===== src/rtl/core/rers_pkg.sv =====
// ----------------------------------------------------------------------------
// Recent entry ring store package
// Shared field widths, operation codes and the command and status bundles
// that join the controller to the datapath.
// ----------------------------------------------------------------------------
package rers_pkg;

   // Default ring depth.
   localparam int unsigned ENTRIES_DEF = 16;

   // Request and response field widths.
   localparam int unsigned MODE_W    = 2;
   localparam int unsigned ID_W      = 32;
   localparam int unsigned PAYLOAD_W = 32;
   localparam int unsigned POS_W     = 4;
   localparam int unsigned LIVE_W    = 5;
   localparam int unsigned ADDS_W    = 32;

   // Operation codes.
   localparam logic [MODE_W-1:0] MODE_ADD     = 2'd0;
   localparam logic [MODE_W-1:0] MODE_DISMISS = 2'd1;
   localparam logic [MODE_W-1:0] MODE_FETCH   = 2'd2;
   localparam logic [MODE_W-1:0] MODE_CLEAR   = 2'd3;

   // Commands from the controller to the datapath.
   typedef struct packed {
      logic start;     // request accepted this cycle
      logic walk;      // issue one slot read of the walk
      logic load_rsp;  // load the response register
   } rers_cmd_type;

   // Status from the datapath to the controller.
   typedef struct packed {
      logic walk_last;   // walk counter sits on the final slot
      logic rd_pending;  // a slot read is being evaluated this cycle
   } rers_sts_type;

endpackage


===== src/rtl/core/rers_req_if.sv =====
// ----------------------------------------------------------------------------
// Request channel interface
// Valid/ready channel carrying one ring store request.
// ----------------------------------------------------------------------------
interface rers_req_if;
   import rers_pkg::*;

   logic                        valid;
   logic                        ready;
   logic [MODE_W-1:0]           mode;
   logic signed [ID_W-1:0]      entry_id;
   logic [PAYLOAD_W-1:0]        entry_payload;
   logic [POS_W-1:0]            position;

   modport source (
      output valid, mode, entry_id, entry_payload, position,
      input  ready
   );

   modport sink (
      input  valid, mode, entry_id, entry_payload, position,
      output ready
   );
endinterface


===== src/rtl/core/rers_rsp_if.sv =====
// ----------------------------------------------------------------------------
// Response channel interface
// Valid/ready channel carrying one ring store response.
// ----------------------------------------------------------------------------
interface rers_rsp_if;
   import rers_pkg::*;

   logic                        valid;
   logic                        ready;
   logic                        found;
   logic signed [ID_W-1:0]      found_id;
   logic [PAYLOAD_W-1:0]        found_payload;
   logic [LIVE_W-1:0]           live_count;
   logic [ADDS_W-1:0]           adds_total;

   modport source (
      output valid, found, found_id, found_payload, live_count, adds_total,
      input  ready
   );

   modport sink (
      input  valid, found, found_id, found_payload, live_count, adds_total,
      output ready
   );
endinterface


===== src/rtl/core/rers_datapath.sv =====
// ----------------------------------------------------------------------------
// Ring store datapath
// Entry memory, live marks, write pointer, counters, the slot walk used by
// dismiss and fetch, and the response register.
// ----------------------------------------------------------------------------
module rers_datapath #(
   parameter int unsigned ENTRIES = rers_pkg::ENTRIES_DEF
) (
   input  logic                                  clock,
   input  logic                                  reset,
   input  logic [rers_pkg::MODE_W-1:0]           req_mode,
   input  logic signed [rers_pkg::ID_W-1:0]      req_entry_id,
   input  logic [rers_pkg::PAYLOAD_W-1:0]        req_entry_payload,
   input  logic [rers_pkg::POS_W-1:0]            req_position,
   input  rers_pkg::rers_cmd_type                cmd,
   output rers_pkg::rers_sts_type                sts,
   output logic                                  rsp_found,
   output logic signed [rers_pkg::ID_W-1:0]      rsp_found_id,
   output logic [rers_pkg::PAYLOAD_W-1:0]        rsp_found_payload,
   output logic [rers_pkg::LIVE_W-1:0]           rsp_live_count,
   output logic [rers_pkg::ADDS_W-1:0]           rsp_adds_total
);
   import rers_pkg::*;

   localparam int unsigned ADDR_W  = $clog2(ENTRIES);
   localparam int unsigned CNT_W   = $clog2(ENTRIES + 1);
   localparam int unsigned EXT_W   = (CNT_W > LIVE_W) ? CNT_W : LIVE_W;
   localparam int unsigned ENTRY_W = ID_W + PAYLOAD_W;
   localparam logic [ADDR_W-1:0] LAST_ADDR = ADDR_W'(ENTRIES - 1);

   // Entry memory: id in the upper half, payload in the lower half.
   logic [ENTRY_W-1:0]     mem [ENTRIES];
   logic [ENTRY_W-1:0]     rd_data_ff;
   logic                   mem_wr_en;

   // Request fields held for the duration of a walk.
   logic [MODE_W-1:0]      mode_ff, mode_in;
   logic [ID_W-1:0]        id_ff, id_in;
   logic [POS_W-1:0]       pos_ff, pos_in;

   // Ring state.
   logic [ENTRIES-1:0]     live_ff, live_in;
   logic [ADDR_W-1:0]      wr_slot_ff, wr_slot_in;
   logic [ADDS_W-1:0]      adds_ff, adds_in;
   logic [CNT_W-1:0]       live_cnt_ff, live_cnt_in;

   // Walk state.
   logic [ADDR_W-1:0]      walk_addr_ff, walk_addr_in;
   logic [ADDR_W-1:0]      walk_cnt_ff, walk_cnt_in;
   logic                   rd_valid_ff;
   logic [ADDR_W-1:0]      rd_addr_ff;
   logic [POS_W-1:0]       seen_ff, seen_in;

   // Fetch outcome.
   logic                   found_ff, found_in;
   logic [ID_W-1:0]        fid_ff, fid_in;
   logic [PAYLOAD_W-1:0]   fpay_ff, fpay_in;

   // Response register.
   logic                   rsp_found_ff;
   logic [ID_W-1:0]        rsp_id_ff;
   logic [PAYLOAD_W-1:0]   rsp_pay_ff;
   logic [LIVE_W-1:0]      rsp_live_ff;
   logic [ADDS_W-1:0]      rsp_adds_ff;

   logic [ADDR_W-1:0]      prev_slot;
   logic [ADDR_W-1:0]      walk_inc;
   logic [ADDR_W-1:0]      walk_dec;
   logic [ID_W-1:0]        rd_id;
   logic [EXT_W-1:0]       live_ext;

   assign rd_id     = rd_data_ff[ENTRY_W-1:PAYLOAD_W];
   assign mem_wr_en = cmd.start && (req_mode == MODE_ADD);
   assign prev_slot = (wr_slot_ff == '0) ? LAST_ADDR : wr_slot_ff - ADDR_W'(1);
   assign walk_inc  = (walk_addr_ff == LAST_ADDR) ? '0 : walk_addr_ff + ADDR_W'(1);
   assign walk_dec  = (walk_addr_ff == '0) ? LAST_ADDR : walk_addr_ff - ADDR_W'(1);
   assign live_ext  = EXT_W'(live_cnt_ff);

   // Next-state logic for the ring, the walk and the fetch outcome.
   always_comb begin
      mode_in     = mode_ff;
      id_in       = id_ff;
      pos_in      = pos_ff;
      live_in     = live_ff;
      wr_slot_in  = wr_slot_ff;
      adds_in     = adds_ff;
      live_cnt_in = live_cnt_ff;
      walk_addr_in = walk_addr_ff;
      walk_cnt_in = walk_cnt_ff;
      seen_in     = seen_ff;
      found_in    = found_ff;
      fid_in      = fid_ff;
      fpay_in     = fpay_ff;

      // Accept: latch the request and apply add or clear at once.
      if (cmd.start) begin
         mode_in      = req_mode;
         id_in        = req_entry_id;
         pos_in       = req_position;
         found_in     = 1'b0;
         fid_in       = '0;
         fpay_in      = '0;
         seen_in      = '0;
         walk_cnt_in  = '0;
         walk_addr_in = (req_mode == MODE_FETCH) ? prev_slot : '0;
         unique case (req_mode)
            MODE_ADD: begin
               live_in[wr_slot_ff] = 1'b1;
               if (!live_ff[wr_slot_ff]) begin
                  live_cnt_in = live_cnt_ff + CNT_W'(1);
               end
               wr_slot_in = (wr_slot_ff == LAST_ADDR) ? '0 : wr_slot_ff + ADDR_W'(1);
               adds_in    = adds_ff + ADDS_W'(1);
            end
            MODE_CLEAR: begin
               live_in     = '0;
               live_cnt_in = '0;
            end
            MODE_DISMISS: begin
            end
            MODE_FETCH: begin
            end
         endcase
      end

      // Walk: dismiss goes upward from slot zero, fetch goes from newest back.
      if (cmd.walk) begin
         walk_cnt_in  = walk_cnt_ff + ADDR_W'(1);
         walk_addr_in = (mode_ff == MODE_FETCH) ? walk_dec : walk_inc;
      end

      // Evaluate the slot read in the previous cycle.
      if (rd_valid_ff && live_ff[rd_addr_ff]) begin
         if (mode_ff == MODE_DISMISS) begin
            if (rd_id == id_ff) begin
               live_in[rd_addr_ff] = 1'b0;
               live_cnt_in         = live_cnt_ff - CNT_W'(1);
            end
         end else if (!found_ff) begin
            if (seen_ff == pos_ff) begin
               found_in = 1'b1;
               fid_in   = rd_id;
               fpay_in  = rd_data_ff[PAYLOAD_W-1:0];
            end else begin
               seen_in = seen_ff + POS_W'(1);
            end
         end
      end
   end

   // Control registers.
   always_ff @(posedge clock) begin
      if (reset) begin
         live_ff      <= '0;
         wr_slot_ff   <= '0;
         adds_ff      <= '0;
         live_cnt_ff  <= '0;
         walk_addr_ff <= '0;
         walk_cnt_ff  <= '0;
         rd_valid_ff  <= 1'b0;
         seen_ff      <= '0;
         found_ff     <= 1'b0;
      end else begin
         live_ff      <= live_in;
         wr_slot_ff   <= wr_slot_in;
         adds_ff      <= adds_in;
         live_cnt_ff  <= live_cnt_in;
         walk_addr_ff <= walk_addr_in;
         walk_cnt_ff  <= walk_cnt_in;
         rd_valid_ff  <= cmd.walk;
         seen_ff      <= seen_in;
         found_ff     <= found_in;
      end
   end

   // Payload registers.
   always_ff @(posedge clock) begin
      mode_ff    <= mode_in;
      id_ff      <= id_in;
      pos_ff     <= pos_in;
      fid_ff     <= fid_in;
      fpay_ff    <= fpay_in;
      rd_addr_ff <= walk_addr_ff;
   end

   // Entry memory write port.
   always_ff @(posedge clock) begin
      if (mem_wr_en) begin
         mem[wr_slot_ff] <= {req_entry_id, req_entry_payload};
      end
   end

   // Entry memory read port, registered.
   always_ff @(posedge clock) begin
      if (cmd.walk) begin
         rd_data_ff <= mem[walk_addr_ff];
      end
   end

   // Response register.
   always_ff @(posedge clock) begin
      if (cmd.load_rsp) begin
         rsp_found_ff <= found_ff;
         rsp_id_ff    <= fid_ff;
         rsp_pay_ff   <= fpay_ff;
         rsp_live_ff  <= live_ext[LIVE_W-1:0];
         rsp_adds_ff  <= adds_ff;
      end
   end

   assign rsp_found         = rsp_found_ff;
   assign rsp_found_id      = rsp_id_ff;
   assign rsp_found_payload = rsp_pay_ff;
   assign rsp_live_count    = rsp_live_ff;
   assign rsp_adds_total    = rsp_adds_ff;

   assign sts.walk_last  = (walk_cnt_ff == LAST_ADDR);
   assign sts.rd_pending = rd_valid_ff;

   // The live counter always equals the number of live marks.
   a_live_cnt_matches: assert property (@(posedge clock) disable iff (reset)
      live_cnt_ff == CNT_W'($countones(live_ff)))
      else $error("live counter disagrees with live marks");

   // A fetch outcome, once found, is not overwritten within the walk.
   a_found_sticky: assert property (@(posedge clock) disable iff (reset)
      (found_ff && !cmd.start) |=> found_ff)
      else $error("fetch outcome lost during walk");

   // An add never reduces the live count.
   a_add_keeps_count: assert property (@(posedge clock) disable iff (reset)
      mem_wr_en |=> (live_cnt_ff >= $past(live_cnt_ff)))
      else $error("add reduced the live count");

endmodule


===== src/rtl/core/rers_ctrl.sv =====
// ----------------------------------------------------------------------------
// Ring store controller
// Sequences acceptance, the slot walk for dismiss and fetch, and the load of
// the response register.
// ----------------------------------------------------------------------------
module rers_ctrl (
   input  logic                          clock,
   input  logic                          reset,
   input  logic                          req_valid,
   output logic                          req_ready,
   input  logic [rers_pkg::MODE_W-1:0]   req_mode,
   output logic                          rsp_valid,
   input  logic                          rsp_ready,
   output rers_pkg::rers_cmd_type        cmd,
   input  rers_pkg::rers_sts_type        sts
);
   import rers_pkg::*;

   localparam logic [1:0] S_IDLE  = 2'd0;
   localparam logic [1:0] S_WALK  = 2'd1;
   localparam logic [1:0] S_DRAIN = 2'd2;
   localparam logic [1:0] S_PUSH  = 2'd3;

   logic [1:0]  state_ff, state_in;
   logic        out_valid_ff, out_valid_in;
   logic        accept;
   logic        out_free;

   assign req_ready = (state_ff == S_IDLE);
   assign accept    = req_valid && req_ready;
   assign out_free  = !out_valid_ff || rsp_ready;

   assign cmd.start    = accept;
   assign cmd.walk     = (state_ff == S_WALK);
   assign cmd.load_rsp = (state_ff == S_PUSH) && out_free;

   // State transitions.
   always_comb begin
      state_in = state_ff;
      unique case (state_ff)
         S_IDLE: begin
            if (accept) begin
               if (req_mode == MODE_DISMISS || req_mode == MODE_FETCH) begin
                  state_in = S_WALK;
               end else begin
                  state_in = S_PUSH;
               end
            end
         end
         S_WALK: begin
            if (sts.walk_last) begin
               state_in = S_DRAIN;
            end
         end
         S_DRAIN: begin
            state_in = S_PUSH;
         end
         S_PUSH: begin
            if (out_free) begin
               state_in = S_IDLE;
            end
         end
      endcase
   end

   // Response valid: set on load, cleared when the response is taken.
   always_comb begin
      out_valid_in = out_valid_ff;
      if (cmd.load_rsp) begin
         out_valid_in = 1'b1;
      end else if (rsp_ready) begin
         out_valid_in = 1'b0;
      end
   end

   always_ff @(posedge clock) begin
      if (reset) begin
         state_ff     <= S_IDLE;
         out_valid_ff <= 1'b0;
      end else begin
         state_ff     <= state_in;
         out_valid_ff <= out_valid_in;
      end
   end

   assign rsp_valid = out_valid_ff;

   // The response register is only reloaded once its content is gone.
   a_no_overwrite: assert property (@(posedge clock) disable iff (reset)
      cmd.load_rsp |-> (!out_valid_ff || rsp_ready))
      else $error("response overwritten before it was taken");

   // The final slot read is always evaluated before the response is formed.
   a_push_after_eval: assert property (@(posedge clock) disable iff (reset)
      (state_ff == S_PUSH) |-> !sts.rd_pending)
      else $error("response formed with a slot read outstanding");

   // The drain cycle follows only a walk that reached its final slot.
   a_drain_after_last: assert property (@(posedge clock) disable iff (reset)
      (state_ff == S_DRAIN) |-> $past(sts.walk_last))
      else $error("walk ended early");

endmodule


===== src/rtl/core/recent_entry_ring_store_unit.sv =====
// ----------------------------------------------------------------------------
// Recent entry ring store
// Ring of ENTRIES slots with add, dismiss by id, fetch nth newest live entry
// and clear, one response per request.
// ----------------------------------------------------------------------------
// Add and clear go from acceptance to the push state; dismiss and fetch first
// walk every slot once through the single read port of the entry memory, one
// slot per cycle, then pass a drain state for the read latency. The push state
// loads the response once the previous one is taken. The next request is
// accepted in the cycle after the response is loaded, even while that
// response still waits for rsp_if.ready. No clearing pass runs after reset.
module recent_entry_ring_store_unit #(
   parameter int unsigned ENTRIES = rers_pkg::ENTRIES_DEF
) (
   input  logic         clock,
   input  logic         reset,
   rers_req_if.sink     req_if,
   rers_rsp_if.source   rsp_if
);
   import rers_pkg::*;

   rers_cmd_type  cmd;
   rers_sts_type  sts;

   // Controller.
   rers_ctrl u_ctrl (
      .clock     (clock),
      .reset     (reset),
      .req_valid (req_if.valid),
      .req_ready (req_if.ready),
      .req_mode  (req_if.mode),
      .rsp_valid (rsp_if.valid),
      .rsp_ready (rsp_if.ready),
      .cmd       (cmd),
      .sts       (sts)
   );

   // Datapath.
   rers_datapath #(
      .ENTRIES (ENTRIES)
   ) u_datapath (
      .clock             (clock),
      .reset             (reset),
      .req_mode          (req_if.mode),
      .req_entry_id      (req_if.entry_id),
      .req_entry_payload (req_if.entry_payload),
      .req_position      (req_if.position),
      .cmd               (cmd),
      .sts               (sts),
      .rsp_found         (rsp_if.found),
      .rsp_found_id      (rsp_if.found_id),
      .rsp_found_payload (rsp_if.found_payload),
      .rsp_live_count    (rsp_if.live_count),
      .rsp_adds_total    (rsp_if.adds_total)
   );

endmodule


===== src/flat_wrapper.sv =====
// flat-port wrapper written by rule: the top's interface ports become plain ports
module recent_entry_ring_store_unit_flat import rers_pkg::*;
#(
   parameter int unsigned ENTRIES = rers_pkg::ENTRIES_DEF
)
  (clock, reset, req_if_valid, req_if_mode, req_if_entry_id, req_if_entry_payload, req_if_position, req_if_ready, rsp_if_valid, rsp_if_found, rsp_if_found_id, rsp_if_found_payload, rsp_if_live_count, rsp_if_adds_total, rsp_if_ready);
  rers_req_if req_if_i ();
  rers_rsp_if rsp_if_i ();
  input  logic clock;
  input  logic reset;
  input wire logic [$bits(req_if_i.valid)-1:0] req_if_valid;
  input wire logic [$bits(req_if_i.mode)-1:0] req_if_mode;
  input wire logic [$bits(req_if_i.entry_id)-1:0] req_if_entry_id;
  input wire logic [$bits(req_if_i.entry_payload)-1:0] req_if_entry_payload;
  input wire logic [$bits(req_if_i.position)-1:0] req_if_position;
  output wire logic [$bits(req_if_i.ready)-1:0] req_if_ready;
  output wire logic [$bits(rsp_if_i.valid)-1:0] rsp_if_valid;
  output wire logic [$bits(rsp_if_i.found)-1:0] rsp_if_found;
  output wire logic [$bits(rsp_if_i.found_id)-1:0] rsp_if_found_id;
  output wire logic [$bits(rsp_if_i.found_payload)-1:0] rsp_if_found_payload;
  output wire logic [$bits(rsp_if_i.live_count)-1:0] rsp_if_live_count;
  output wire logic [$bits(rsp_if_i.adds_total)-1:0] rsp_if_adds_total;
  input wire logic [$bits(rsp_if_i.ready)-1:0] rsp_if_ready;
  assign req_if_i.valid = req_if_valid;
  assign req_if_i.mode = req_if_mode;
  assign req_if_i.entry_id = req_if_entry_id;
  assign req_if_i.entry_payload = req_if_entry_payload;
  assign req_if_i.position = req_if_position;
  assign req_if_ready = req_if_i.ready;
  assign rsp_if_valid = rsp_if_i.valid;
  assign rsp_if_found = rsp_if_i.found;
  assign rsp_if_found_id = rsp_if_i.found_id;
  assign rsp_if_found_payload = rsp_if_i.found_payload;
  assign rsp_if_live_count = rsp_if_i.live_count;
  assign rsp_if_adds_total = rsp_if_i.adds_total;
  assign rsp_if_i.ready = rsp_if_ready;
  recent_entry_ring_store_unit #(.ENTRIES(ENTRIES)) u_core (.clock(clock), .reset(reset), .req_if(req_if_i), .rsp_if(rsp_if_i));
endmodule

===== config.mk =====
export PLATFORM = sky130hd
export DESIGN_NAME = recent_entry_ring_store_unit_flat
export DESIGN_NICKNAME = d
export VERILOG_FILES = /design/src/rtl/core/rers_pkg.sv /design/src/rtl/core/rers_req_if.sv /design/src/rtl/core/rers_rsp_if.sv /design/src/rtl/core/rers_datapath.sv /design/src/rtl/core/rers_ctrl.sv /design/src/rtl/core/recent_entry_ring_store_unit.sv /design/src/flat_wrapper.sv
export SDC_FILE = /design/constraint.sdc
export NUM_CORES = 1
export LEC_CHECK = 0
export BUFFER_PORTS_ARGS = -buffer_cell sky130_fd_sc_hd__buf_2
export CORE_MARGIN = 3
export CORE_UTILIZATION = 35
export DETAILED_ROUTE_END_ITERATION = 7
export PLACE_DENSITY = 0.54
export SLEW_MARGIN = 15
export SYNTH_ARGS = -nofsm -noshare
export SYNTH_HDL_FRONTEND = slang
export SYNTH_HIERARCHICAL = 1
export SYNTH_SLANG_ARGS = --single-unit

===== constraint.sdc =====
create_clock -name clock -period 5.7 [get_ports clock]
set_input_delay 0.285 -clock clock [delete_from_list [all_inputs] [get_ports clock]]
set_output_delay 0.285 -clock clock [all_outputs]
set_load 0.02 [all_outputs]

## Word level (Yosys, flattened, before mapping)

Memories as Yosys holds them, arrays and structs flattened. A register that Yosys moved wholly into a read port is not among the register bits.
Index checks and enable logic that the tools add are counted.

- Eq/ne operators: 16
- Bitwise logic cells: 3
- Div/mod/pow operators: 0
- Multiplexer cells: 58
- Add/sub/neg operators: 9
- $mul: 0
- Shift operators: 0
- Order comparisons: 4
- Reduce and logical (&&, ||, !) cells: 17

Operators with widths:

| kind | number |
|---|---|
| $mux 32 | 10 |
| $mux 16 | 4 |
| $mux 4 | 15 |
| $add 32x1->32 const B | 1 |
| $eq 32x32->1 | 1 |
| $pmux 16 s2 | 1 |
| $mux 5 | 5 |
| $add 4x1->4 const B | 4 |
| $and 16x16->16 | 1 |
| $not 16->16 | 1 |
| $or 16x16->16 | 1 |
| $mux 1 | 13 |
| $eq 4x4->1 const B | 3 |
| $eq 2x2->1 const B | 5 |
| $lt 4x5->1 const B | 2 |
| $pmux 5 s2 | 1 |
| $bmux 1 s4 | 2 |
| $demux 1 s4 | 2 |
| $ge 4x1->1 const B | 2 |
| $logic_not 4->1 | 2 |
| $mux 2 | 4 |
| $pmux 2 s4 | 1 |
| $sub 4x1->4 const B | 2 |
| $eq 2x1->1 const B | 3 |
| other kinds (12) | 21 |

- Latch bits: 0
- Register bits: 282
- Memories kept: 1
- ROM bits: 0
- RAM bits: 1024
- Output and inout bits: 104
- Logic and storage cells: 130
- Bits of input ports: 74

Memories:

| memory | depth | bits a word | read ports | clocked after memory_dff | write ports | line | source |
|---|---|---|---|---|---|---|---|
| u_core.u_datapath.mem | 16 | 64 | 1 | 1 | 1 | rers_datapath.sv:32 | `logic [ENTRY_W-1:0] mem [ENTRIES];` |

## Longest topological paths before layout

Gate-level depths: netlist of run 1.

- Word-level depth: 11
- Gate-level depth with buffers: 11
- Depth with buffers taken out: 9

## By module

Netlist of run 1, hierarchy kept.

By module, submodules not included:

| module | sequential area each (um^2) | area an instance (um^2) | cells each | instances |
|---|---|---|---|---|
| rers_datapath | 39658.0 | 51081.5 | 2443 | 1 |
| rers_ctrl | 60.1 | 244.0 | 27 | 1 |

## Worst setup path after synthesis of run 1

No wires, ideal clock.

- Path kind: reg2reg
- Start: register u_core.u_ctrl.state_ff[0]
- End: memory u_core/u_datapath/mem[15][0] (netlist bit), enable pin
- Path buffers: 2
- Setup time: 0.490 ns
- Arrival: 5.177 ns
- Required time: 5.210 ns
- Path slack: 0.034 ns
- Period minus slack after synthesis: 5.666 ns
- Cell stages (with the launch flop): 10
- Cells stage by stage: dfxtp_1 > inv_1 > ha_1 > and2_2 > buf_4 > clkbuf_1 > inv_2 > nor2_1 > nand2_1 > nor2_1

- Word-level cells in the longest chain between the ends: 5

Ends and longest elaborated chain:

| what | line | source |
|---|---|---|
| start: declaration | rers_ctrl.sv:24 | `logic [1:0] state_ff, state_in;` |
| start signal: assignment | rers_ctrl.sv:81 | `state_ff <= state_in;` |
| $logic_not 2->1 | rers_ctrl.sv:29 | `assign req_ready = (state_ff == S_IDLE);` |
| via req_if_ready | flat_wrapper.sv:16 | `output wire logic [$bits(req_if_i.ready)-1:0] req_if_ready;` |
| $logic_and 1x1->1 | rers_ctrl.sv:30 | `assign accept = req_valid && req_ready;` |
| via u_core.u_ctrl.accept | rers_ctrl.sv:26 | `logic accept;` |
| $logic_and 1x1->1 | rers_datapath.sv:73 | `assign mem_wr_en = cmd.start && (req_mode == MODE_ADD);` |
| $mux 1 | rers_datapath.sv:188 | `if (mem_wr_en) begin` |
| $mux 1 (implied by the code) | rers_datapath.sv:189 | `mem[wr_slot_ff] <= {req_entry_id, req_entry_payload};` |
| end: declaration | rers_datapath.sv:32 |  |

The timed path passes the listed nets, and every way through them passes these cells.

==> tab_implementation.tex, run 1 <==
\begin{tabular}{lr}
\hline
Metric & Value \\
\hline
\multicolumn{2}{l}{\textbf{STA}} \\
\quad Minimum clock period after layout & 4.02 ns \\
\quad Total negative setup slack & 0 ns \\
\quad Final setup violation count & 0 \\
\quad Count of pins over their slew limit & 0 \\
\quad Number of hold-slack violations in the final timing report & 0 \\
\quad Upper clock frequency limit & 249 MHz \\
\quad Layout Skew & 0.0336 ns \\
\quad Relative slew margins & 0.276 \\
\quad RSZ-0062 raised after global routing & no \\
\quad Tcrit/Tclk final & 0.704 \\
\quad Worst-Margin Slew & 1.09 ns \\
\multicolumn{2}{l}{\textbf{Global routing}} \\
\quad Global router's overall resource usage & 0.161 \\
\quad First-pass GRT wire length & 179 mm \\
\quad Via count of the first global-routing pass & 26007 \\
\quad Maximum number of pins on one net before global-route repair & 107 \\
\quad Global-route congestion overflow total & 0 \\
\quad Antenna violations before repair & 11 \\
\multicolumn{2}{l}{\textbf{Synthesis}} \\
\quad Number of nets produced by synthesis & 2561 \\
\quad Area of the mapped netlist & 51300 um\^{}2 \\
\quad Syn avg cell area & 20.8 um\^{}2 \\
\quad Gate Count Post-Synth & 2469 \\
\quad Total of warnings raised by yosys & 6 \\
\multicolumn{2}{l}{\textbf{Outcome}} \\
\quad Status & finished, final reports clean \\
\multicolumn{2}{l}{\textbf{Floorplanning}} \\
\quad Total Die Area & 151000 um\^{}2 \\
\quad Chip height & 389 um \\
\quad Starting density of the core & 0.355 \\
\quad Horizontal die dimension & 389 um \\
\quad Count of standard-cell rows & 139 \\
\quad Core Area & 145000 um\^{}2 \\
\quad IO Count & 178 \\
\multicolumn{2}{l}{\textbf{Clock tree}} \\
\quad Number of levels the H-tree was split into & 4 \\
\quad Number of clock sinks seen by CTS & 1370 \\
\quad Number of instances resized during post-cts repair & 0 \\
\quad TritonCTS clock tree & built \\
\quad CTS Root Cell & clkbuf\_16 \\
\quad CTS Buffer Depth & 3 \\
\quad Clock-pin transition on the worst setup and hold timing paths & 0.06 ns \\
\quad Clock latency on the worst-skew pair & 0.77 ns \\
\quad Inserted Clock Buffers & 145 \\
\multicolumn{2}{l}{\textbf{Worst setup path}} \\
\quad Startpoint of the most critical setup path & u\_core/u\_ctrl/state\_ff[1] \\
\quad Worst reg2reg path depth & 8 \\
\quad Termination of the worst setup path & u\_core/u\_datapath/mem[11][8] \\
\quad Element type at the critical path end & flip-flop \\
\quad Critical path type & flip-flop to flip-flop \\
\quad Critical Path Start Type & flip-flop \\
\quad Arrival time of data at the critical path endpoint & 4.41 ns \\
\quad Capture instance of the worst register-to-register path & u\_core/u\_datapath/mem[11][8] \\
\quad Required time worst endpoint & 6.09 ns \\
\quad Worst r2r src & u\_core/u\_ctrl/state\_ff[1] \\
\quad Critical path fanouts, max & 29 \\
\quad Worst-case register-to-register setup slack & 1.68 ns \\
\multicolumn{2}{l}{\textbf{Place}} \\
\quad Final estimated routing congestion in global placement & 0.797 \\
\quad Post-DP Area & 54800 um\^{}2 \\
\quad DPL Wire Length & 66.0 mm \\
\quad Port buffer count & 177 \\
\multicolumn{2}{l}{\textbf{Final layout}} \\
\quad Final net count & 2883 \\
\quad Share of cells above drive strength 1 & 0.273 \\
\quad Area of the multi-input gates & 11200 um\^{}2 \\
\quad Area growth syn-to-layout & 17.2\% \\
\quad Leading cell type in the layout, fill and taps excluded & edfxtp\_1 \\
\quad Final design instance area without fill & 60100 um\^{}2 \\
\quad Sequential cell area in the final layout & 39700 um\^{}2 \\
\quad Commonest cells after routing, fill and taps aside & edfxtp\_1 (1228), mux4\_2 (324), buf\_2 (177) \\
\quad \# fillers & 12477 \\
\multicolumn{2}{l}{\textbf{Route}} \\
\quad Number of antenna-violating nets in the routed design & 0 \\
\quad Drt initial violations & 2093 \\
\quad DRT Pass-1 Iters & 6 \\
\quad Vias & 24909 \\
\quad Number of remaining DRC errors & 0 \\
\quad Routed wirelength normalized by instance count & 25.3 um \\
\quad Final Routed Wirelength & 122 mm \\
\quad Via density per instance & 5.17 \\
\multicolumn{2}{l}{\textbf{Power and ir drop}} \\
\quad Power per unit of standard cell area & 436 nW/um\^{}2 \\
\quad LEAKAGE & 18.7 nW \\
\quad Max IR drop VDD & 0.323 mV \\
\multicolumn{2}{l}{\textbf{Hold path}} \\
\quad HP Class & input pin to flip-flop \\
\quad Hold wc startpoint & reset \\
\multicolumn{2}{l}{\textbf{Flow run}} \\
\quad Max\_cap viols & 0 \\
\hline
\end{tabular}
[worst max-delay path, cell delays in order, from the launching register on]
cell,delay (ns)
dfxtp_1,0.34
inv_1,0.12
ha_1,0.27
and2_2,0.22
inv_4,0.03
nor2_1,0.72
nand2_1,0.49
nor2_4,0.77
buf_4,0.59
[worst min path at each step]
stage	end	slack (ns)	cells past startpoint
floorplan	u_core/u_datapath/rd_addr_ff[2]	0.33	0
global placement	u_core/u_datapath/rsp_found_id[30]	0.42	0
detailed placement	u_core/u_datapath/rsp_found_payload[10]	0.41	0
CTS	u_core/u_datapath/found_ff	0.08	3
global route	u_core/u_ctrl/rsp_valid	0.15	3
finish	u_core/u_ctrl/rsp_valid	0.15	3
[repair_timing]
action | in CTS | in global routing
buffers inserted | 0 | 0
endpoints found under the setup margin | 0 | 0
hold buffers | 72 | 0
hold endpoints to repair | 1065 | 0
[cell type report]
type,instances,share of cell area
sequential,1370,0.661
multi-input combinational,962,0.186
clock buffer,195,0.0665
tap,1903,0.0396
timing repair buffer,293,0.0349
clock inverter,68,0.0106
inverter,19,0.00123
antenna,4,0.000166
[per-stage QoR]
step / hold WS (ns) / util / std cells / total power, W / setup WS, ns
after floorplan: 0.329 / - / 2469 / 0.0157 / 0.0338
after global placement: 0.415 / 0.379 / 4475 / 0.0173 / 1.76
after detailed placement: 0.413 / 0.379 / 4475 / 0.0174 / 1.68
after CTS: 0.0815 / 0.416 / 4810 / 0.0266 / 1.66
after global routing: 0.149 / 0.416 / 4811 / 0.0273 / 1.42
final: 0.147 / 0.416 / 4814 / 0.0262 / 1.68
[flip-flops by register name, summed over array words and instances, names as in the netlist, 2 cells and up]
| signal | cells |
|---|---|
| u_core/u_datapath/rsp_live_count | 5 |
| u_core/u_datapath/rsp_found_payload | 32 |
| u_core/u_datapath/wr_slot_ff | 4 |
| u_core/u_ctrl/state_ff | 2 |
| u_core/u_datapath/live_cnt_ff | 5 |
| u_core/u_datapath/mem | 1024 |
| u_core/u_datapath/rd_addr_ff | 4 |
| u_core/u_datapath/rd_data_ff | 64 |
| u_core/u_datapath/rsp_adds_total | 32 |
| u_core/u_datapath/id_ff | 32 |
| u_core/u_datapath/mode_ff | 2 |
| u_core/u_datapath/adds_ff | 32 |
| u_core/u_datapath/live_ff | 16 |
| u_core/u_datapath/walk_addr_ff | 4 |
| u_core/u_datapath/walk_cnt_ff | 4 |
| u_core/u_datapath/fid_ff | 32 |
| u_core/u_datapath/seen_ff | 4 |
| u_core/u_datapath/fpay_ff | 32 |
| u_core/u_datapath/pos_ff | 4 |
| u_core/u_datapath/rsp_found_id | 32 |
[routing by layer]
layer	vias to the layer above	GRT usage	wire (um)
li1	10713	-	-
met1	13235	0.216	51900
met2	769	0.269	60400
met3	186	0.0327	6710
met4	6	0.0418	2510
met5	-	0	41
[power by group]
| group | leakage (nW) | switching [W] | internal [W] |
|---|---|---|---|
| Combinational | 4.12 | 0.00246 | 0.00242 |
| Clock | 2.26 | 0.00381 | 0.00531 |
| Sequential | 12.3 | 0.000586 | 0.0116 |
(Power assumes the default switching activity.)
==> run 2: changes to the inputs <==
PLACE_DENSITY = 0.52   (was 0.54)
clock period = 3.8 ns   (was 5.7 ns; I/O delays follow)
==> tab_implementation.tex, run 2 (synthesis results as in run 1) <==
\begin{tabular}{lr}
\hline
Metric & Value \\
\hline
\multicolumn{2}{l}{\textbf{Outcome}} \\
\quad Status & finished, final reports clean (unchanged) \\
\multicolumn{2}{l}{\textbf{STA}} \\
\quad Upper clock frequency limit & 307 MHz (was 249 MHz) \\
\quad Worst-Margin Slew & 1.18 ns (was 1.09 ns) \\
\quad RSZ-0062 raised after global routing & no (unchanged) \\
\quad Worst hold slack & 0.194 ns (was 0.147 ns) \\
\quad Relative slew margins & 0.216 (was 0.276) \\
\quad Total negative setup slack & 0 ns (unchanged) \\
\quad Tcrit/Tclk final & 0.858 (was 0.704) \\
\quad Final setup violation count & 0 (unchanged) \\
\quad Number of hold-slack violations in the final timing report & 0 (unchanged) \\
\quad Minimum clock period after layout & 3.26 ns (was 4.02 ns) \\
\quad Count of pins over their slew limit & 0 (unchanged) \\
\quad Layout Skew & 0.0248 ns (was 0.0336 ns) \\
\multicolumn{2}{l}{\textbf{Clock tree}} \\
\quad Inserted Clock Buffers & 150 (was 145) \\
\quad Clock-pin transition on the worst setup and hold timing paths & 0.06 ns (about the same) \\
\quad Post-CTS Setup Inserts & 0 (unchanged) \\
\quad TritonCTS clock tree & built (unchanged) \\
\quad Clock latency on the worst-skew pair & 0.75 ns (was 0.77 ns) \\
\quad CTS Buffer Depth & 3 (unchanged) \\
\quad Number of clock sinks seen by CTS & 1370 (unchanged) \\
\quad Number of levels the H-tree was split into & 4 (unchanged) \\
\quad CTS Root Cell & clkbuf\_16 (unchanged) \\
\multicolumn{2}{l}{\textbf{Global routing}} \\
\quad First-pass GRT wire length & 186 mm (was 179 mm) \\
\quad Maximum number of pins on one net before global-route repair & 93 (was 107) \\
\quad Global-route congestion overflow total & 0 (unchanged) \\
\quad Via count of the first global-routing pass & 26170 (was 26007) \\
\quad Antenna violations before repair & 15 (was 11) \\
\quad Global router's overall resource usage & 0.169 (was 0.161) \\
\multicolumn{2}{l}{\textbf{Worst setup path}} \\
\quad Required time worst endpoint & 4.22 ns (was 6.09 ns) \\
\quad Worst r2r src & u\_core/u\_ctrl/state\_ff[1] (unchanged) \\
\quad Arrival time of data at the critical path endpoint & 3.68 ns (was 4.41 ns) \\
\quad Startpoint of the most critical setup path & u\_core/u\_ctrl/state\_ff[1] (unchanged) \\
\quad Critical Path Start Type & flip-flop (unchanged) \\
\quad Critical path fanouts, max & 12 (was 29) \\
\quad Largest delay share family, worst path & simple AND/OR/NAND/NOR gates (unchanged) \\
\quad Worst path cell trace & inv\_1 > ha\_1 > and2\_2 > clkinv\_2 > nor2\_2 > nand2\_1 > nor2\_4 > buf\_4 (was inv\_1 > ha\_1 > and2\_2 > inv\_4 > nor2\_1 > nand2\_1 > nor2\_4 > buf\_4) \\
\quad CP Depth & 8 (unchanged) \\
\quad Element type at the critical path end & flip-flop (unchanged) \\
\quad Number of buffer and inverter stages on the critical path & 3 (unchanged) \\
\quad Cell with the largest stage delay on the worst path & nor2\_4 (unchanged) \\
\quad Worst reg2reg path depth & 8 (unchanged) \\
\quad Critical path type & flip-flop to flip-flop (unchanged) \\
\quad Crit path largest cell delay & 0.61 ns (was 0.77 ns) \\
\multicolumn{2}{l}{\textbf{Floorplanning}} \\
\quad Total Die Area & 151000 um\^{}2 (unchanged) \\
\quad Core Area & 145000 um\^{}2 (unchanged) \\
\quad Count of standard-cell rows & 139 (unchanged) \\
\quad IO Count & 178 (unchanged) \\
\quad Horizontal die dimension & 389 um (unchanged) \\
\quad Starting density of the core & 0.355 (unchanged) \\
\quad Chip height & 389 um (unchanged) \\
\multicolumn{2}{l}{\textbf{Route}} \\
\quad Number of remaining DRC errors & 0 (unchanged) \\
\quad Via density per instance & 5.22 (was 5.17) \\
\quad DRT Pass-1 Iters & 5 (was 6) \\
\quad Final Routed Wirelength & 128 mm (was 122 mm) \\
\quad Routed wirelength normalized by instance count & 26.2 um (was 25.3 um) \\
\quad Drt initial violations & 2055 (was 2093) \\
\quad Number of antenna-violating nets in the routed design & 0 (unchanged) \\
\quad Vias & 25424 (was 24909) \\
\multicolumn{2}{l}{\textbf{Final layout}} \\
\quad Final design instance area without fill & 61100 um\^{}2 (was 60100 um\^{}2) \\
\quad Final net count & 2929 (was 2883) \\
\quad Largest registers ranked by flip-flop count & u\_core/u\_datapath/mem: 1024 flops, u\_core/u\_datapath/rd\_data\_ff: 64 flops (unchanged) \\
\quad Share of cells above drive strength 1 & 0.285 (was 0.273) \\
\quad Leading cell type in the layout, fill and taps excluded & edfxtp\_1 (unchanged) \\
\quad Area growth syn-to-layout & 19.0\% (was 17.2\%) \\
\quad Commonest cells after routing, fill and taps aside & edfxtp\_1 (1228), mux4\_2 (324), buf\_2 (177) (unchanged) \\
\quad Flip-flop count of the largest register, all copies and words added & 1024 (unchanged) \\
\quad Largest reg by FF count & u\_core/u\_datapath/mem (unchanged) \\
\multicolumn{2}{l}{\textbf{Power and ir drop}} \\
\quad Power per unit of standard cell area & 665 nW/um\^{}2 (was 436 nW/um\^{}2) \\
\quad Max IR drop VDD & 0.416 mV (was 0.323 mV) \\
\quad Overall power consumption & 0.0406 W (was 0.0262 W) \\
\quad LEAKAGE & 19.1 nW (was 18.7 nW) \\
\multicolumn{2}{l}{\textbf{Flow run}} \\
\quad Max\_cap viols & 0 (unchanged) \\
\multicolumn{2}{l}{\textbf{Place}} \\
\quad Post-DP Area & 55400 um\^{}2 (was 54800 um\^{}2) \\
\quad Final estimated routing congestion in global placement & 0.771 (was 0.797) \\
\quad DPL Wire Length & 73.9 mm (was 66.0 mm) \\
\quad Port buffer count & 177 (unchanged) \\
\multicolumn{2}{l}{\textbf{Hold path}} \\
\quad Hold wc startpoint & req\_if\_position[2] (was reset) \\
\quad Number of cells on the worst hold path & 2 (was 3) \\
\quad HP Class & input pin to flip-flop (unchanged) \\
\hline
\end{tabular}
run 2: cell count changes in the layout (fill, tap and decap cells not counted), moves of 2 or more:
cell        delta
buf_12        +28
clkbuf_8       -6
diode_2        +4
clkbuf_16      +7
bufinv_16      +7
clkbuf_1       -9
clkinvlp_4     -2
clkinv_1       +8
buf_4         +12
clkinv_2       +6
run 2: through the flow:
| stage | setup slack [ns] | util | std cells |
|---|---|---|---|
| after floorplan | 0.00393 | - | 2469 |
| after detailed placement | 0.556 | 0.383 | 4515 |
| after global routing | 0.434 | 0.423 | 4865 |
| after CTS | 0.540 | 0.422 | 4860 |
| after global placement | 0.577 | 0.383 | 4515 |
| final | 0.541 | 0.423 | 4868 |
run 2: layout make-up:
type / instances / area, um^2
Inverter: 19 / 72.6
Tap cell: 1903 / 2380
Clock buffer: 187 / 4060
Clock inverter: 85 / 850
Antenna cell: 8 / 20.0
Timing Repair Buffer: 334 / 2760
Multi-Input combinational cell: 962 / 11200
Fill cell: 12449 / 83400
Sequential cell: 1370 / 39700
run 2: worst paths after layout:
kind	endpoint	slack, ns
setup / recovery	u_core/u_datapath/mem[11][6]	0.54
setup reg to reg	u_core/u_datapath/mem[11][6]	0.54
hold reg to reg	u_core/u_datapath/rsp_found_id[20]	0.42
hold / removal	u_core/u_datapath/pos_ff[2]	0.19
run 2: routing by layer:
| metal | share of wire | global-route usage | up-vias |
|---|---|---|---|
| met4 | 0.023 | 0.0466 | 4 |
| met2 | 0.48 | 0.273 | 878 |
| li1 | - | - | 10835 |
| met5 | 0.00016 | 0 | - |
| met3 | 0.064 | 0.0354 | 199 |
| met1 | 0.43 | 0.233 | 13508 |
run 2: repair_timing:
| item | in CTS | in global routing |
|---|---|---|
| hold buffers | 73 | 0 |
| gates resized for setup | 0 | 0 |
| hold endpoints to repair | 1072 | 0 |
run 2: power breakdown:
part,internal [W],switching (W)
Clock,0.00860,0.00579
Combinational,0.00388,0.00426
Sequential,0.0174,0.000630
run 2: worst reg2reg max path: stages, from the launching register on:
cell and delay (ns):
dfxtp_1 0.35, inv_1 0.13, ha_1 0.27, and2_2 0.35, clkinv_2 0.11, nor2_2 0.39, nand2_1 0.36, nor2_4 0.61
buf_4 0.37
==> run 3: changes to the inputs <==
CTS_BUF_LIST = sky130_fd_sc_hd__clkbuf_4 sky130_fd_sc_hd__clkbuf_8   (was not set)
==> tab_implementation.tex, run 3 (synthesis results as in run 1) <==
\begin{tabular}{lr}
\hline
Metric & Value \\
\hline
\multicolumn{2}{l}{\textbf{STA}} \\
\quad Tcrit/Tclk final & 0.851 (was 0.858) \\
\quad Number of hold-slack violations in the final timing report & 0 (unchanged) \\
\quad Layout Skew & 0.0543 ns (was 0.0248 ns) \\
\quad Upper clock frequency limit & 309 MHz (was 307 MHz) \\
\quad Count of pins over their slew limit & 0 (unchanged) \\
\quad Minimum clock period after layout & 3.24 ns (was 3.26 ns) \\
\quad Final setup violation count & 0 (unchanged) \\
\quad Worst-Margin Slew & 1.15 ns (was 1.18 ns) \\
\quad Total negative setup slack & 0 ns (unchanged) \\
\quad RSZ-0062 raised after global routing & no (unchanged) \\
\quad Worst hold slack & 0.202 ns (was 0.194 ns) \\
\quad Relative slew margins & 0.231 (was 0.216) \\
\multicolumn{2}{l}{\textbf{Power and ir drop}} \\
\quad P\_int & 0.0285 W (was 0.0299 W) \\
\quad LEAKAGE & 19.2 nW (was 19.1 nW) \\
\quad Flop pwr share & 0.460 (was 0.445) \\
\quad Net switching power & 0.0108 W (was 0.0107 W) \\
\quad Clock power share & 0.333 (was 0.354) \\
\quad Sw Ratio & 0.274 (was 0.263) \\
\quad Max IR drop VDD & 0.338 mV (was 0.416 mV) \\
\quad Power per unit of standard cell area & 646 nW/um\^{}2 (was 665 nW/um\^{}2) \\
\quad Combinational group share of total power & 0.208 (was 0.201) \\
\multicolumn{2}{l}{\textbf{Final layout}} \\
\quad Area growth syn-to-layout & 18.6\% (was 19.0\%) \\
\quad Final design instance area without fill & 60800 um\^{}2 (was 61100 um\^{}2) \\
\quad Share of cells above drive strength 1 & 0.318 (was 0.285) \\
\quad Final net count & 3009 (was 2929) \\
\quad Largest registers ranked by flip-flop count & u\_core/u\_datapath/mem: 1024 flops, u\_core/u\_datapath/rd\_data\_ff: 64 flops (unchanged) \\
\quad Flip-flop count of the largest register, all copies and words added & 1024 (unchanged) \\
\quad Commonest cells after routing, fill and taps aside & edfxtp\_1 (1228), mux4\_2 (324), clkbuf\_8 (235) (was edfxtp\_1 (1228), mux4\_2 (324), buf\_2 (177)) \\
\quad Largest reg by FF count & u\_core/u\_datapath/mem (unchanged) \\
\quad Leading cell type in the layout, fill and taps excluded & edfxtp\_1 (unchanged) \\
\multicolumn{2}{l}{\textbf{Global routing}} \\
\quad Maximum number of pins on one net before global-route repair & 93 (unchanged) \\
\quad Global-route congestion overflow total & 0 (unchanged) \\
\quad First-pass GRT wire length & 189 mm (was 186 mm) \\
\quad Global router's overall resource usage & 0.171 (was 0.169) \\
\quad Via count of the first global-routing pass & 26839 (was 26170) \\
\quad Antenna violations before repair & 13 (was 15) \\
\multicolumn{2}{l}{\textbf{Clock tree}} \\
\quad Clock-pin transition on the worst setup and hold timing paths & 0.07 ns (was 0.06 ns) \\
\quad Number of instances resized during post-cts repair & 0 (unchanged) \\
\quad Number of levels the H-tree was split into & 4 (unchanged) \\
\quad TritonCTS clock tree & built (unchanged) \\
\quad Inserted Clock Buffers & 222 (was 150) \\
\quad CTS Buffer Depth & 3 (unchanged) \\
\quad CTS Root Cell & clkbuf\_8 (was clkbuf\_16) \\
\quad Number of clock sinks seen by CTS & 1370 (unchanged) \\
\quad Clock latency on the worst-skew pair & 0.93 ns (was 0.75 ns) \\
\multicolumn{2}{l}{\textbf{Hold path}} \\
\quad HP Class & input pin to flip-flop (unchanged) \\
\multicolumn{2}{l}{\textbf{Route}} \\
\quad Drt initial violations & 2137 (was 2055) \\
\quad Via density per instance & 5.17 (was 5.22) \\
\quad Max Used Layer & met5 (unchanged) \\
\quad DRT Pass-1 Iters & 5 (unchanged) \\
\quad Vias & 25908 (was 25424) \\
\quad WL met3 & 8.29 mm (was 8.22 mm) \\
\quad Number of remaining DRC errors & 0 (unchanged) \\
\quad Routed wirelength normalized by instance count & 25.8 um (was 26.2 um) \\
\quad Number of antenna-violating nets in the routed design & 0 (unchanged) \\
\quad WL met1 & 55.6 mm (was 54.8 mm) \\
\quad Final Routed Wirelength & 129 mm (was 128 mm) \\
\quad Metal2 WL & 62.7 mm (was 61.8 mm) \\
\multicolumn{2}{l}{\textbf{Place}} \\
\quad DPL Wire Length & 73.9 mm (unchanged) \\
\quad Final estimated routing congestion in global placement & 0.771 (unchanged) \\
\quad Port buffer count & 177 (unchanged) \\
\quad Post-DP Area & 55400 um\^{}2 (unchanged) \\
\multicolumn{2}{l}{\textbf{Floorplanning}} \\
\quad Count of standard-cell rows & 139 (unchanged) \\
\quad Chip height & 389 um (unchanged) \\
\quad IO Count & 178 (unchanged) \\
\quad Core Area & 145000 um\^{}2 (unchanged) \\
\quad Total Die Area & 151000 um\^{}2 (unchanged) \\
\quad Starting density of the core & 0.355 (unchanged) \\
\quad Horizontal die dimension & 389 um (unchanged) \\
\multicolumn{2}{l}{\textbf{Worst setup path}} \\
\quad Critical Path Start Type & flip-flop (unchanged) \\
\quad Critical path fanouts, max & 12 (unchanged) \\
\quad Element type at the critical path end & flip-flop (unchanged) \\
\quad Required time worst endpoint & 4.39 ns (was 4.22 ns) \\
\quad Critical path type & flip-flop to flip-flop (unchanged) \\
\quad Arrival time of data at the critical path endpoint & 3.82 ns (was 3.68 ns) \\
\multicolumn{2}{l}{\textbf{Outcome}} \\
\quad Status & finished, final reports clean (unchanged) \\
\multicolumn{2}{l}{\textbf{Flow run}} \\
\quad Max\_cap viols & 0 (unchanged) \\
\hline
\end{tabular}
run 3: changes by cell type in the layout (fill, tap and decap cells not counted), moves of 8 or more:
| cell | before | now |
|---|---|---|
| clkinv_2 | 25 | 37 |
| clkbuf_4 | 0 | 60 |
| clkbuf_16 | 156 | 0 |
| clkinv_1 | 31 | 53 |
| clkbuf_1 | 27 | 0 |
| dlygate4sd3_1 | 73 | 81 |
| clkbuf_8 | 4 | 235 |
run 3: metal layers:
metal / vias up / GRT usage
met2: 953 / 0.277
met3: 194 / 0.0367
met5: - / 0
met4: 6 / 0.0470
met1: 13749 / 0.235
li1: 11006 / -
run 3: worst paths after layout:
kind	endpoint	startpoint	slack [ns]	cells past startpoint
setup reg to reg	u_core/u_datapath/mem[11][1]	u_core/u_ctrl/state_ff[1]	0.56	8
hold / removal	u_core/u_datapath/mem[0][19]	req_if_entry_payload[19]	0.20	2
hold reg to reg	u_core/u_datapath/rsp_found_id[23]	u_core/u_datapath/fid_ff[23]	0.42	0
setup / recovery	u_core/u_datapath/mem[11][1]	u_core/u_ctrl/state_ff[1]	0.56	8
run 3: cell type report:
cell class / instances / area [um^2]
Fill cell: 12471 / 83700
Sequential cell: 1370 / 39700
Multi-Input combinational cell: 962 / 11200
Clock buffer: 295 / 3680
Timing Repair Buffer: 342 / 2840
Tap cell: 1903 / 2380
Clock inverter: 114 / 918
Inverter: 19 / 72.6
Antenna cell: 6 / 15.0
run 3: stage by stage:
step	setup WS, ns	total power (W)	cells	utilization
final	0.565	0.0393	5011	0.421
after global routing	0.421	0.0410	5009	0.421
after CTS	0.534	0.0399	5005	0.421
after detailed placement	0.556	0.0266	4515	0.383
after global placement	0.577	0.0266	4515	0.383
after floorplan	0.00393	0.0236	2469	-
run 3: critical path: stages (launching register included):
cell and delay (ns):
dfxtp_1 0.35, inv_1 0.13, ha_1 0.26, and2_2 0.35
clkinv_2 0.11, nor2_2 0.37, nand2_1 0.36, nor2_4 0.62
buf_4 0.35
run 3: power by group through the flow:
| stage | Clock [W] | Sequential [W] | Combinational, W |
|---|---|---|---|
| after floorplan | 0 | 0.0181 | 0.00544 |
| after global placement | 0 | 0.0184 | 0.00821 |
| after detailed placement | 0 | 0.0184 | 0.00826 |
| after CTS | 0.0135 | 0.0181 | 0.00837 |
| after global routing | 0.0142 | 0.0181 | 0.00870 |
| final | 0.0131 | 0.0181 | 0.00816 |
run 3: what timing repair did:
item | CTS | global route
endpoints found under the setup margin | 0 | 0
buffers inserted | 0 | 0
endpoints found under the hold margin | 1141 | 0
hold buffers | 81 | 0
